### src/rtl/fifo_run_queue_scheduler_macros.svh
// ----------------------------------------------------------------------------
// Run queue scheduler assertion macros
// Assertion wrappers that compile to nothing when SYNTH is defined.
// ----------------------------------------------------------------------------
`ifndef FIFO_RUN_QUEUE_SCHEDULER_MACROS_SVH
`define FIFO_RUN_QUEUE_SCHEDULER_MACROS_SVH

`ifndef SYNTH

// Same-cycle implication, disabled while reset is asserted.
`define FRQS_ASSERT_IMPL(label, clk, rst_n, ante, cons) \
    label: assert property (@(posedge clk) disable iff (!(rst_n)) (ante) |-> (cons)) \
        else $error("run queue scheduler assertion failed");

// Next-cycle implication, disabled while reset is asserted.
`define FRQS_ASSERT_NEXT(label, clk, rst_n, ante, cons) \
    label: assert property (@(posedge clk) disable iff (!(rst_n)) (ante) |=> (cons)) \
        else $error("run queue scheduler assertion failed");

`else

`define FRQS_ASSERT_IMPL(label, clk, rst_n, ante, cons)
`define FRQS_ASSERT_NEXT(label, clk, rst_n, ante, cons)

`endif

`endif

### src/rtl/frqs_pkg.sv
// ----------------------------------------------------------------------------
// Run queue scheduler package
// Sizes, codes, state type and queue pointer helpers.
// ----------------------------------------------------------------------------
`timescale 1ns / 1ps

package frqs_pkg;

    localparam int QUEUE_DEPTH  = 64;
    localparam int TASK_ID_BITS = 16;
    localparam int PTR_BITS     = $clog2(QUEUE_DEPTH);
    localparam int FILL_BITS    = $clog2(QUEUE_DEPTH + 1);

    typedef logic [TASK_ID_BITS-1:0] t_task;
    typedef logic [PTR_BITS-1:0]     t_ptr;
    typedef logic [FILL_BITS-1:0]    t_fill;

    typedef enum logic [2:0] {
        ACT_NEW       = 3'd0,
        ACT_RUNNABLE  = 3'd1,
        ACT_BLOCKED   = 3'd2,
        ACT_DEPARTED  = 3'd3,
        ACT_DEAD      = 3'd4,
        ACT_YIELD     = 3'd5,
        ACT_PREEMPTED = 3'd6,
        ACT_SCHEDULE  = 3'd7
    } t_action;

    typedef enum logic [2:0] {
        DEC_HANDLED     = 3'd0,
        DEC_YIELD_CLASS = 3'd1,
        DEC_IDLE        = 3'd2,
        DEC_RUN         = 3'd3,
        DEC_COMMIT_FAIL = 3'd4
    } t_decision;

    typedef enum logic [1:0] {
        ERR_OK          = 2'd0,
        ERR_FULL        = 2'd1,
        ERR_NOT_CURRENT = 2'd2
    } t_error;

    typedef enum logic [2:0] {
        ST_IDLE,
        ST_EXEC,
        ST_WALK,
        ST_DONE,
        ST_POPD
    } t_state;

    // Physical slot of queue position pos, counted from head.
    function automatic t_ptr slot_add(input t_ptr head, input t_ptr pos);
        logic [PTR_BITS:0] sum;
        sum = {1'b0, head} + {1'b0, pos};
        if (sum >= (PTR_BITS + 1)'(QUEUE_DEPTH)) begin
            sum = sum - (PTR_BITS + 1)'(QUEUE_DEPTH);
        end
        return sum[PTR_BITS-1:0];
    endfunction

    function automatic t_ptr ptr_inc(input t_ptr p);
        t_ptr r;
        if (p == PTR_BITS'(QUEUE_DEPTH - 1)) begin
            r = '0;
        end else begin
            r = p + PTR_BITS'(1);
        end
        return r;
    endfunction

    function automatic t_ptr ptr_dec(input t_ptr p);
        t_ptr r;
        if (p == '0) begin
            r = PTR_BITS'(QUEUE_DEPTH - 1);
        end else begin
            r = p - PTR_BITS'(1);
        end
        return r;
    endfunction

endpackage

### src/rtl/fifo_run_queue_scheduler.sv
// ----------------------------------------------------------------------------
// FIFO run queue scheduler
// Per-CPU FIFO round-robin run queue with one current-task slot.
// ----------------------------------------------------------------------------
//
//  Channel   Valid     Ready     Payload
//  -------   -------   -------   ------------------------------------------
//  event     i_valid   o_ready   i_action i_task_id i_is_runnable i_boosted
//                                i_commit_ok
//  result    o_valid   i_ready   o_decision o_target_task o_error_code
//                                o_queue_count
//
//  Most events are captured into the event registers on acceptance, then
//  update the state and load the result in the execute state. A schedule that
//  pops the queue head adds a read of the queue memory before the result is
//  loaded. A departed task that is not current is erased by walking the
//  occupied window through the single memory read port, one entry per cycle,
//  shifting later entries down behind it, and draining the walk at the end.
//  Reset is synchronous and active low; it empties the queue and clears the
//  current slot, and the queue memory itself is not cleared. A stalled
//  result stays in the output register while the next event is accepted.
//
`timescale 1ns / 1ps
`include "fifo_run_queue_scheduler_macros.svh"

module fifo_run_queue_scheduler (
    input  logic                              i_clk,
    input  logic                              i_rst_n,
    input  logic                              i_valid,
    output logic                              o_ready,
    input  logic [2:0]                        i_action,
    input  logic [frqs_pkg::TASK_ID_BITS-1:0] i_task_id,
    input  logic                              i_is_runnable,
    input  logic                              i_boosted,
    input  logic                              i_commit_ok,
    output logic                              o_valid,
    input  logic                              i_ready,
    output logic [2:0]                        o_decision,
    output logic [frqs_pkg::TASK_ID_BITS-1:0] o_target_task,
    output logic [1:0]                        o_error_code,
    output logic [frqs_pkg::FILL_BITS-1:0]    o_queue_count
);

    // Queue memory: one write port and one registered read port.
    frqs_pkg::t_task mem [frqs_pkg::QUEUE_DEPTH];

    frqs_pkg::t_state    r_state,     n_state;
    frqs_pkg::t_action   r_act;
    frqs_pkg::t_task     r_task;
    logic                r_runnable;
    logic                r_boosted;
    logic                r_commit;
    frqs_pkg::t_ptr      r_head,      n_head;
    frqs_pkg::t_fill     r_fill,      n_fill;
    logic                r_cur_valid, n_cur_valid;
    frqs_pkg::t_task     r_cur_task,  n_cur_task;
    frqs_pkg::t_fill     r_pos,       n_pos;
    logic                r_chk,       n_chk;
    frqs_pkg::t_ptr      r_chk_pos,   n_chk_pos;
    logic                r_found,     n_found;
    logic                r_o_valid,   n_o_valid;
    frqs_pkg::t_decision r_o_decision, n_o_decision;
    frqs_pkg::t_task     r_o_target,  n_o_target;
    frqs_pkg::t_error    r_o_error,   n_o_error;
    frqs_pkg::t_fill     r_o_count,   n_o_count;
    logic                n_o_load;
    frqs_pkg::t_task     r_rd_data;

    logic                w_en;
    frqs_pkg::t_ptr      w_addr;
    frqs_pkg::t_task     w_data;
    logic                rd_en;
    frqs_pkg::t_ptr      rd_addr;

    logic                out_free;
    logic                is_cur;
    logic                q_full;
    logic                in_take;

    assign in_take  = i_valid && o_ready;
    assign out_free = !r_o_valid || i_ready;
    assign is_cur   = r_cur_valid && (r_cur_task == r_task);
    assign q_full   = (r_fill == frqs_pkg::FILL_BITS'(frqs_pkg::QUEUE_DEPTH));

    // Memory ports. Writes trail the walk's reads, so the two never collide.
    always_ff @(posedge i_clk) begin
        if (w_en) begin
            mem[w_addr] <= w_data;
        end
        if (rd_en) begin
            r_rd_data <= mem[rd_addr];
        end
    end

    // The captured event is payload and needs no reset.
    always_ff @(posedge i_clk) begin
        if (in_take) begin
            r_act      <= frqs_pkg::t_action'(i_action);
            r_task     <= i_task_id;
            r_runnable <= i_is_runnable;
            r_boosted  <= i_boosted;
            r_commit   <= i_commit_ok;
        end
        if (n_o_load) begin
            r_o_decision <= n_o_decision;
            r_o_target   <= n_o_target;
            r_o_error    <= n_o_error;
            r_o_count    <= n_o_count;
        end
    end

    always_ff @(posedge i_clk) begin
        if (!i_rst_n) begin
            r_state     <= frqs_pkg::ST_IDLE;
            r_head      <= '0;
            r_fill      <= '0;
            r_cur_valid <= 1'b0;
            r_cur_task  <= '0;
            r_pos       <= '0;
            r_chk       <= 1'b0;
            r_chk_pos   <= '0;
            r_found     <= 1'b0;
            r_o_valid   <= 1'b0;
        end else begin
            r_state     <= n_state;
            r_head      <= n_head;
            r_fill      <= n_fill;
            r_cur_valid <= n_cur_valid;
            r_cur_task  <= n_cur_task;
            r_pos       <= n_pos;
            r_chk       <= n_chk;
            r_chk_pos   <= n_chk_pos;
            r_found     <= n_found;
            r_o_valid   <= n_o_valid;
        end
    end

    // Sequencer: next state, queue updates and result loading.
    always_comb begin
        n_state      = r_state;
        n_head       = r_head;
        n_fill       = r_fill;
        n_cur_valid  = r_cur_valid;
        n_cur_task   = r_cur_task;
        n_pos        = r_pos;
        n_chk        = r_chk;
        n_chk_pos    = r_chk_pos;
        n_found      = r_found;
        n_o_valid    = r_o_valid && !i_ready;
        n_o_load     = 1'b0;
        n_o_decision = frqs_pkg::DEC_HANDLED;
        n_o_target   = '0;
        n_o_error    = frqs_pkg::ERR_OK;
        n_o_count    = r_fill;
        w_en         = 1'b0;
        w_addr       = frqs_pkg::slot_add(r_head, r_fill[frqs_pkg::PTR_BITS-1:0]);
        w_data       = r_task;
        rd_en        = 1'b0;
        rd_addr      = r_head;
        o_ready      = 1'b0;

        unique case (r_state)
            frqs_pkg::ST_IDLE: begin
                o_ready = 1'b1;
                if (i_valid) begin
                    n_state = frqs_pkg::ST_EXEC;
                end
            end

            frqs_pkg::ST_EXEC: begin
                if (r_act == frqs_pkg::ACT_DEPARTED && !is_cur) begin
                    // Erase the first queued copy by walking the window.
                    n_pos   = '0;
                    n_chk   = 1'b0;
                    n_found = 1'b0;
                    n_state = frqs_pkg::ST_WALK;
                end else if (r_act == frqs_pkg::ACT_SCHEDULE && !r_boosted &&
                             !r_cur_valid && r_fill != '0) begin
                    // Read the queue head; the pop completes in ST_POPD.
                    rd_en   = 1'b1;
                    rd_addr = r_head;
                    n_state = frqs_pkg::ST_POPD;
                end else if (out_free) begin
                    n_o_load  = 1'b1;
                    n_o_valid = 1'b1;
                    n_state   = frqs_pkg::ST_IDLE;
                    unique case (r_act)
                        frqs_pkg::ACT_NEW,
                        frqs_pkg::ACT_RUNNABLE: begin
                            if (r_runnable || r_act == frqs_pkg::ACT_RUNNABLE) begin
                                if (q_full) begin
                                    n_o_error = frqs_pkg::ERR_FULL;
                                end else begin
                                    w_en   = 1'b1;
                                    n_fill = r_fill + frqs_pkg::FILL_BITS'(1);
                                end
                            end
                        end
                        frqs_pkg::ACT_BLOCKED,
                        frqs_pkg::ACT_DEPARTED: begin
                            if (!is_cur) begin
                                n_o_error = frqs_pkg::ERR_NOT_CURRENT;
                            end else begin
                                n_cur_valid = 1'b0;
                            end
                        end
                        frqs_pkg::ACT_DEAD: begin
                        end
                        frqs_pkg::ACT_YIELD,
                        frqs_pkg::ACT_PREEMPTED: begin
                            if (!is_cur) begin
                                n_o_error = frqs_pkg::ERR_NOT_CURRENT;
                            end else if (q_full) begin
                                n_o_error = frqs_pkg::ERR_FULL;
                            end else begin
                                w_en        = 1'b1;
                                n_fill      = r_fill + frqs_pkg::FILL_BITS'(1);
                                n_cur_valid = 1'b0;
                                if (r_act == frqs_pkg::ACT_PREEMPTED) begin
                                    w_addr = frqs_pkg::ptr_dec(r_head);
                                    n_head = frqs_pkg::ptr_dec(r_head);
                                end
                            end
                        end
                        frqs_pkg::ACT_SCHEDULE: begin
                            if (r_boosted) begin
                                n_o_decision = frqs_pkg::DEC_YIELD_CLASS;
                            end else if (r_cur_valid) begin
                                n_o_target   = r_cur_task;
                                n_o_decision = r_commit ? frqs_pkg::DEC_RUN
                                                        : frqs_pkg::DEC_COMMIT_FAIL;
                            end else begin
                                n_o_decision = frqs_pkg::DEC_IDLE;
                            end
                        end
                        default: begin
                        end
                    endcase
                    n_o_count = n_fill;
                end
            end

            frqs_pkg::ST_WALK: begin
                // Issue one read per cycle and check the data of the last one.
                rd_en   = (r_pos < r_fill);
                rd_addr = frqs_pkg::slot_add(r_head, r_pos[frqs_pkg::PTR_BITS-1:0]);
                n_chk   = rd_en;
                if (rd_en) begin
                    n_chk_pos = r_pos[frqs_pkg::PTR_BITS-1:0];
                    n_pos     = r_pos + frqs_pkg::FILL_BITS'(1);
                end
                if (r_chk) begin
                    if (r_found) begin
                        w_en   = 1'b1;
                        w_addr = frqs_pkg::slot_add(r_head,
                                                    r_chk_pos - frqs_pkg::PTR_BITS'(1));
                        w_data = r_rd_data;
                    end else if (r_rd_data == r_task) begin
                        n_found = 1'b1;
                    end
                end
                if (!rd_en && !r_chk) begin
                    n_state = frqs_pkg::ST_DONE;
                end
            end

            frqs_pkg::ST_DONE: begin
                if (out_free) begin
                    if (r_found) begin
                        n_fill = r_fill - frqs_pkg::FILL_BITS'(1);
                    end
                    n_o_load  = 1'b1;
                    n_o_valid = 1'b1;
                    n_o_count = n_fill;
                    n_state   = frqs_pkg::ST_IDLE;
                end
            end

            frqs_pkg::ST_POPD: begin
                if (out_free) begin
                    n_o_target = r_rd_data;
                    if (r_commit) begin
                        n_head       = frqs_pkg::ptr_inc(r_head);
                        n_fill       = r_fill - frqs_pkg::FILL_BITS'(1);
                        n_cur_valid  = 1'b1;
                        n_cur_task   = r_rd_data;
                        n_o_decision = frqs_pkg::DEC_RUN;
                    end else begin
                        // Pop followed by a push to the front leaves the queue as it was.
                        n_o_decision = frqs_pkg::DEC_COMMIT_FAIL;
                    end
                    n_o_load  = 1'b1;
                    n_o_valid = 1'b1;
                    n_o_count = n_fill;
                    n_state   = frqs_pkg::ST_IDLE;
                end
            end

            default: begin
                n_state = frqs_pkg::ST_IDLE;
            end
        endcase
    end

    assign o_valid       = r_o_valid;
    assign o_decision    = r_o_decision;
    assign o_target_task = r_o_target;
    assign o_error_code  = r_o_error;
    assign o_queue_count = r_o_count;

    // The queue never holds more entries than the memory has.
    `FRQS_ASSERT_IMPL(a_fill_bound, i_clk, i_rst_n, 1'b1,
        r_fill <= frqs_pkg::FILL_BITS'(frqs_pkg::QUEUE_DEPTH))

    // The memory is never written while the block waits for a transaction.
    `FRQS_ASSERT_IMPL(a_no_idle_write, i_clk, i_rst_n,
        r_state == frqs_pkg::ST_IDLE, !w_en)

    // An accepted transaction always starts execution in the next cycle.
    `FRQS_ASSERT_NEXT(a_take_exec, i_clk, i_rst_n, in_take,
        r_state == frqs_pkg::ST_EXEC)

    // An error result reports no decision and no target.
    `FRQS_ASSERT_IMPL(a_error_result, i_clk, i_rst_n,
        r_o_valid && r_o_error != frqs_pkg::ERR_OK,
        r_o_decision == frqs_pkg::DEC_HANDLED && r_o_target == '0)

endmodule
### config.mk
export PLATFORM = sky130hd
export DESIGN_NAME = fifo_run_queue_scheduler
export DESIGN_NICKNAME = d
export VERILOG_FILES = /design/src/rtl/frqs_pkg.sv /design/src/rtl/fifo_run_queue_scheduler.sv
export VERILOG_INCLUDE_DIRS = /design/src /design/src/rtl
export SDC_FILE = /design/constraint.sdc
export NUM_CORES = 1
export LEC_CHECK = 0
export BUFFER_PORTS_ARGS = -buffer_cell sky130_fd_sc_hd__buf_2
export CORE_MARGIN = 5
export CORE_UTILIZATION = 35
export CTS_CLUSTER_DIAMETER = 80
export CTS_CLUSTER_SIZE = 24
export DETAILED_ROUTE_END_ITERATION = 7
export PLACE_DENSITY = 0.48
export SYNTH_ARGS = -nofsm -noshare
export SYNTH_HDL_FRONTEND = slang
export SYNTH_SLANG_ARGS = --single-unit
### constraint.sdc
create_clock -name i_clk -period 8 [get_ports i_clk]
set_clock_uncertainty 0.15 [all_clocks]
set_input_delay 0.4 -clock i_clk [delete_from_list [all_inputs] [get_ports i_clk]]
set_output_delay 0.4 -clock i_clk [all_outputs]
set_load 0.05 [all_outputs]
==> metrics.md <==
| Metric | Value |
|---|---|
| Worst VDD drop | `0.0001760 V` |
| EDFF count, synth | `1090` |
| Fin. max-slew vios | `0` |
| Post-synthesis register bit count | `1139` |
| Critical path class | `reg2reg` |
| CTS tree | `done` |
| Vias in the first global route | `28840` |
| Hold Startpoint | `i_valid` |
| Number of routed nets with antenna violations | `0` |
| Async SR Flop Fraction | `0%` |
| Worst Hold Path EP | `r_state[0]` |
| Placed instance count | `about 5600` |
| Fillers | `12990` |
| Total die area | `144500 um^2` |
| Worst-Skew Late Latency | `0.71 ns` |
| Busiest layer in global routing | `met2` |
| Met2 Usage GRT | `31.37%` |
| Placement Cell Area | `50890 um^2` |
| Total track usage | `19.19%` |
| Top-area cell type share of the netlist area | `68.25%` |
| Most frequent cells after synthesis | `nand2_1 (1411), edfxtp_1 (1090), nand3_1 (280)` |
| PD cells | `197.3 nW/um^2` |
| Total CTS buffers | `60` |
| Via/cell ratio | `approximately 5.3` |
| DR WL/cell | `around 25 um` |
| R2R Setup Slk | `around 2.6 ns` |
| Startpoint of the worst register-to-register path | `r_state[1]` |
| Num rows | `135` |
| Final worst path period need | `5.428 ns` |
| Largest area contributor in the synthesized netlist | `edfxtp_1` |
| Slew @ Worst Pin | `1.341 ns` |
| Required @ worst endpoint | `8.41 ns` |
| Primary FF master, synth | `edfxtp_1` |
| Syn_area_per_cell | `12.17 um^2` |
| Max transition margin | `10.57%` |
| Grt met3 use | `1.806%` |
| Worst slack, placed | `2.703 ns` |
| IO buf count | `55` |
| Arrival time at the worst endpoint | `about 5.8 ns` |
| Drt total wl | `142.9 mm` |
| Ratio of cells with drive above 1 in the final layout | `between 9 and 10%` |
| Sink count of the clock tree | `1139` |
| Met1 usage in global routing | `27.85%` |
| TritonRoute pass-1 iters | `6` |
| Io pins | `56` |
| Largest net degree at the start of global routing | `181` |
| # H-tree levels | `2` |
| Startpoint types | `register` |
| Max Freq | `184.2 MHz` |
| Initial antenna violation count | `8` |
| Starting DRT DRC Count | `2678` |
| CP endpoint kind | `register` |
| Layout Area Growth over Synthesis | `10.45%` |
| Fin worst setup slack | `2.572 ns` |
| Post-synthesis sequential area ratio | `roughly 70%` |
| Synth Net Count | `4000` |
| Maxcap violations | `0` |
| Hold crit path type | `in2reg` |
| Clock Pin Slew Worst Setup and Hold Paths | `about 0.1 ns` |
| Ratio of final minimum period to clock period | `67.86%` |
| Initial Utilization | `35.31%` |
| R2R Path End | `r_rd_data[7]` |
| CP Max Fanout | `180` |
| Core area | `135800 um^2` |
| Setup-failing EPs final | `0` |
| Nets | `4010` |
| Final HPWL DP | `82.54 mm` |
| Hold path cells | `5` |
| DRC Markers | `0` |
| Worst-case reg-to-reg path depth | `9` |
| Final hold violation count | `0` |
| Synth area leaders | `edfxtp_1 (68%), nand2_1 (11%), o211ai_1 (4.0%), nand3_1 (2.9%), dfxtp_1 (2.0%)` |
| Netlist Area Pre-Place | `about 48000 um^2` |
| Final Non-Filler Cells | `5758` |
| DIE WIDTH | `~380 um` |
| Routed vias | `30490` |
| Unrepaired setup endpoints after global routing | `no` |
| Cell variety after synth | `68` |
| Pleak | `18.22 nW` |
| Setup TNS | `0 ns` |
| Design area | `roughly 53000 um^2` |
| CTS Buffer Depth | `3` |
| Status | `finished, final reports clean` |
| Synth Warn # | `0` |
| Gpl congestion | `0.8056` |
| Synth Instances | `3942` |
| Total power | `10.45 mW` |
| GRT Residual Overflow | `0` |
| First-pass GRT wire length | `208.1 mm` |
| Count leader, synth | `nand2_1` |
| Die height | `380.2 um` |
| CTS Root Cell | `clkbuf_16` |
metal layers:
layer / vias up / wire length [um]
met5: - / 13
met4: 2 / 3040
met3: 124 / 5875
met2: 677 / 67780
met1: 15380 / 66140
li1: 14310 / -
layout by cell type, fill, tap and decap left out, drive strengths merged, types with 10 or more instances in the layout:
cell type and n:
nand2 1411, edfxtp 1090, nand3 280, o211ai 258, buf 187, nor4 70, a41oi 66, clkbuf 62
a21oi 62, dfxtp 49, nor2 44, ha 29, o21ai 28, inv 28, xnor2 26, xor2 25
dlygate4sd3 24, nor3 22, or4 18, a22o 18, a211oi 14, clkinv 14, and2 12, nand4 11
nand2b 10
where the power goes:
part / internal [mW] / switching, mW / total (mW)
clock network: 1.49 / 2.01 / 3.50
logic: 0.0685 / 0.286 / 0.354
registers: 6.58 / 0.0225 / 6.60
total: 8.13 / 2.32 / 10.5
state kept, by name, summed over array words and instances (netlist names):
name and flops:
mem 1024, o_target_task 16, r_cur_task 16, r_rd_data 16, r_task 16, o_queue_count 7
r_fill 7, r_pos 7, r_chk_pos 6, r_head 6, o_decision 3, r_act 3
r_state 3, o_error_code 2, o_valid 1, r_boosted 1, r_chk 1, r_commit 1
r_cur_valid 1, r_found 1, r_runnable 1
per-stage QoR:
| step | hold slack (ns) | util (%) |
|---|---|---|
| 3_3_place_gp | 0.3116 | 37.47 |
| 2_1_floorplan | 0.2981 | - |
| 4_1_cts | 0.08683 | 39.00 |
| 6_report | 0.1689 | 39.00 |
| 3_5_place_dp | 0.3138 | 37.47 |
| 5_1_grt | 0.1828 | 39.00 |
final cells by class:
| class | instances | area, um^2 | share of cell area [%] |
|---|---|---|---|
| inverter | 21 | 78.83 | 0.1488 |
| tap | 1781 | 2228 | 4.207 |
| multi-input combinational | 2519 | 13520 | 25.52 |
| sequential | 1139 | 33710 | 63.65 |
| timing repair buffer | 211 | 1594 | 3.009 |
| clock inverter | 24 | 302.8 | 0.5717 |
| clock buffer | 62 | 1530 | 2.889 |
| antenna | 1 | 2.502 | 0.004724 |
worst max-delay path: stages (launching register included):
cell      delay (ns)
dfxtp_1         0.63
or3b_1          0.74
a21oi_4         0.54
buf_12          0.54
buf_12          0.46
nand2_1         0.12
nand3_1         0.13
o211ai_1        0.13
a41oi_1         0.92
or4_1           0.22
timing repair:
item,CTS,global route
hold endpoints to repair,31,0
hold buffers,24,0
setup buffers,0,0
resized for setup,0,0
worst max path at each step:
stage,from,end,slack [ns],depth (start not counted)
floorplan,r_fill[1],mem[11][0],3.29,11
global placement,r_head[0],r_rd_data[7],2.60,10
detailed placement,r_head[0],r_rd_data[7],2.70,10
CTS,r_head[0],r_rd_data[7],2.67,10
global route,r_state[1],r_rd_data[7],2.48,9
finish,r_state[1],r_rd_data[7],2.57,9
kinds of logic after synthesis:
logic type / count (synthesis) / synth area share (%)
and+or+nand+nor: 1921 / 17.20
DFF: 1139 / 70.30
AOI/OAI and AO/OA: 508 / 7.827
buffers and inverters: 284 / 2.713
xor gates and xnor gates: 51 / 0.9315
adders and majority gates: 32 / 0.8819
muxes: 7 / 0.1487
No activity file was read; power rests on OpenSTA's default activity.
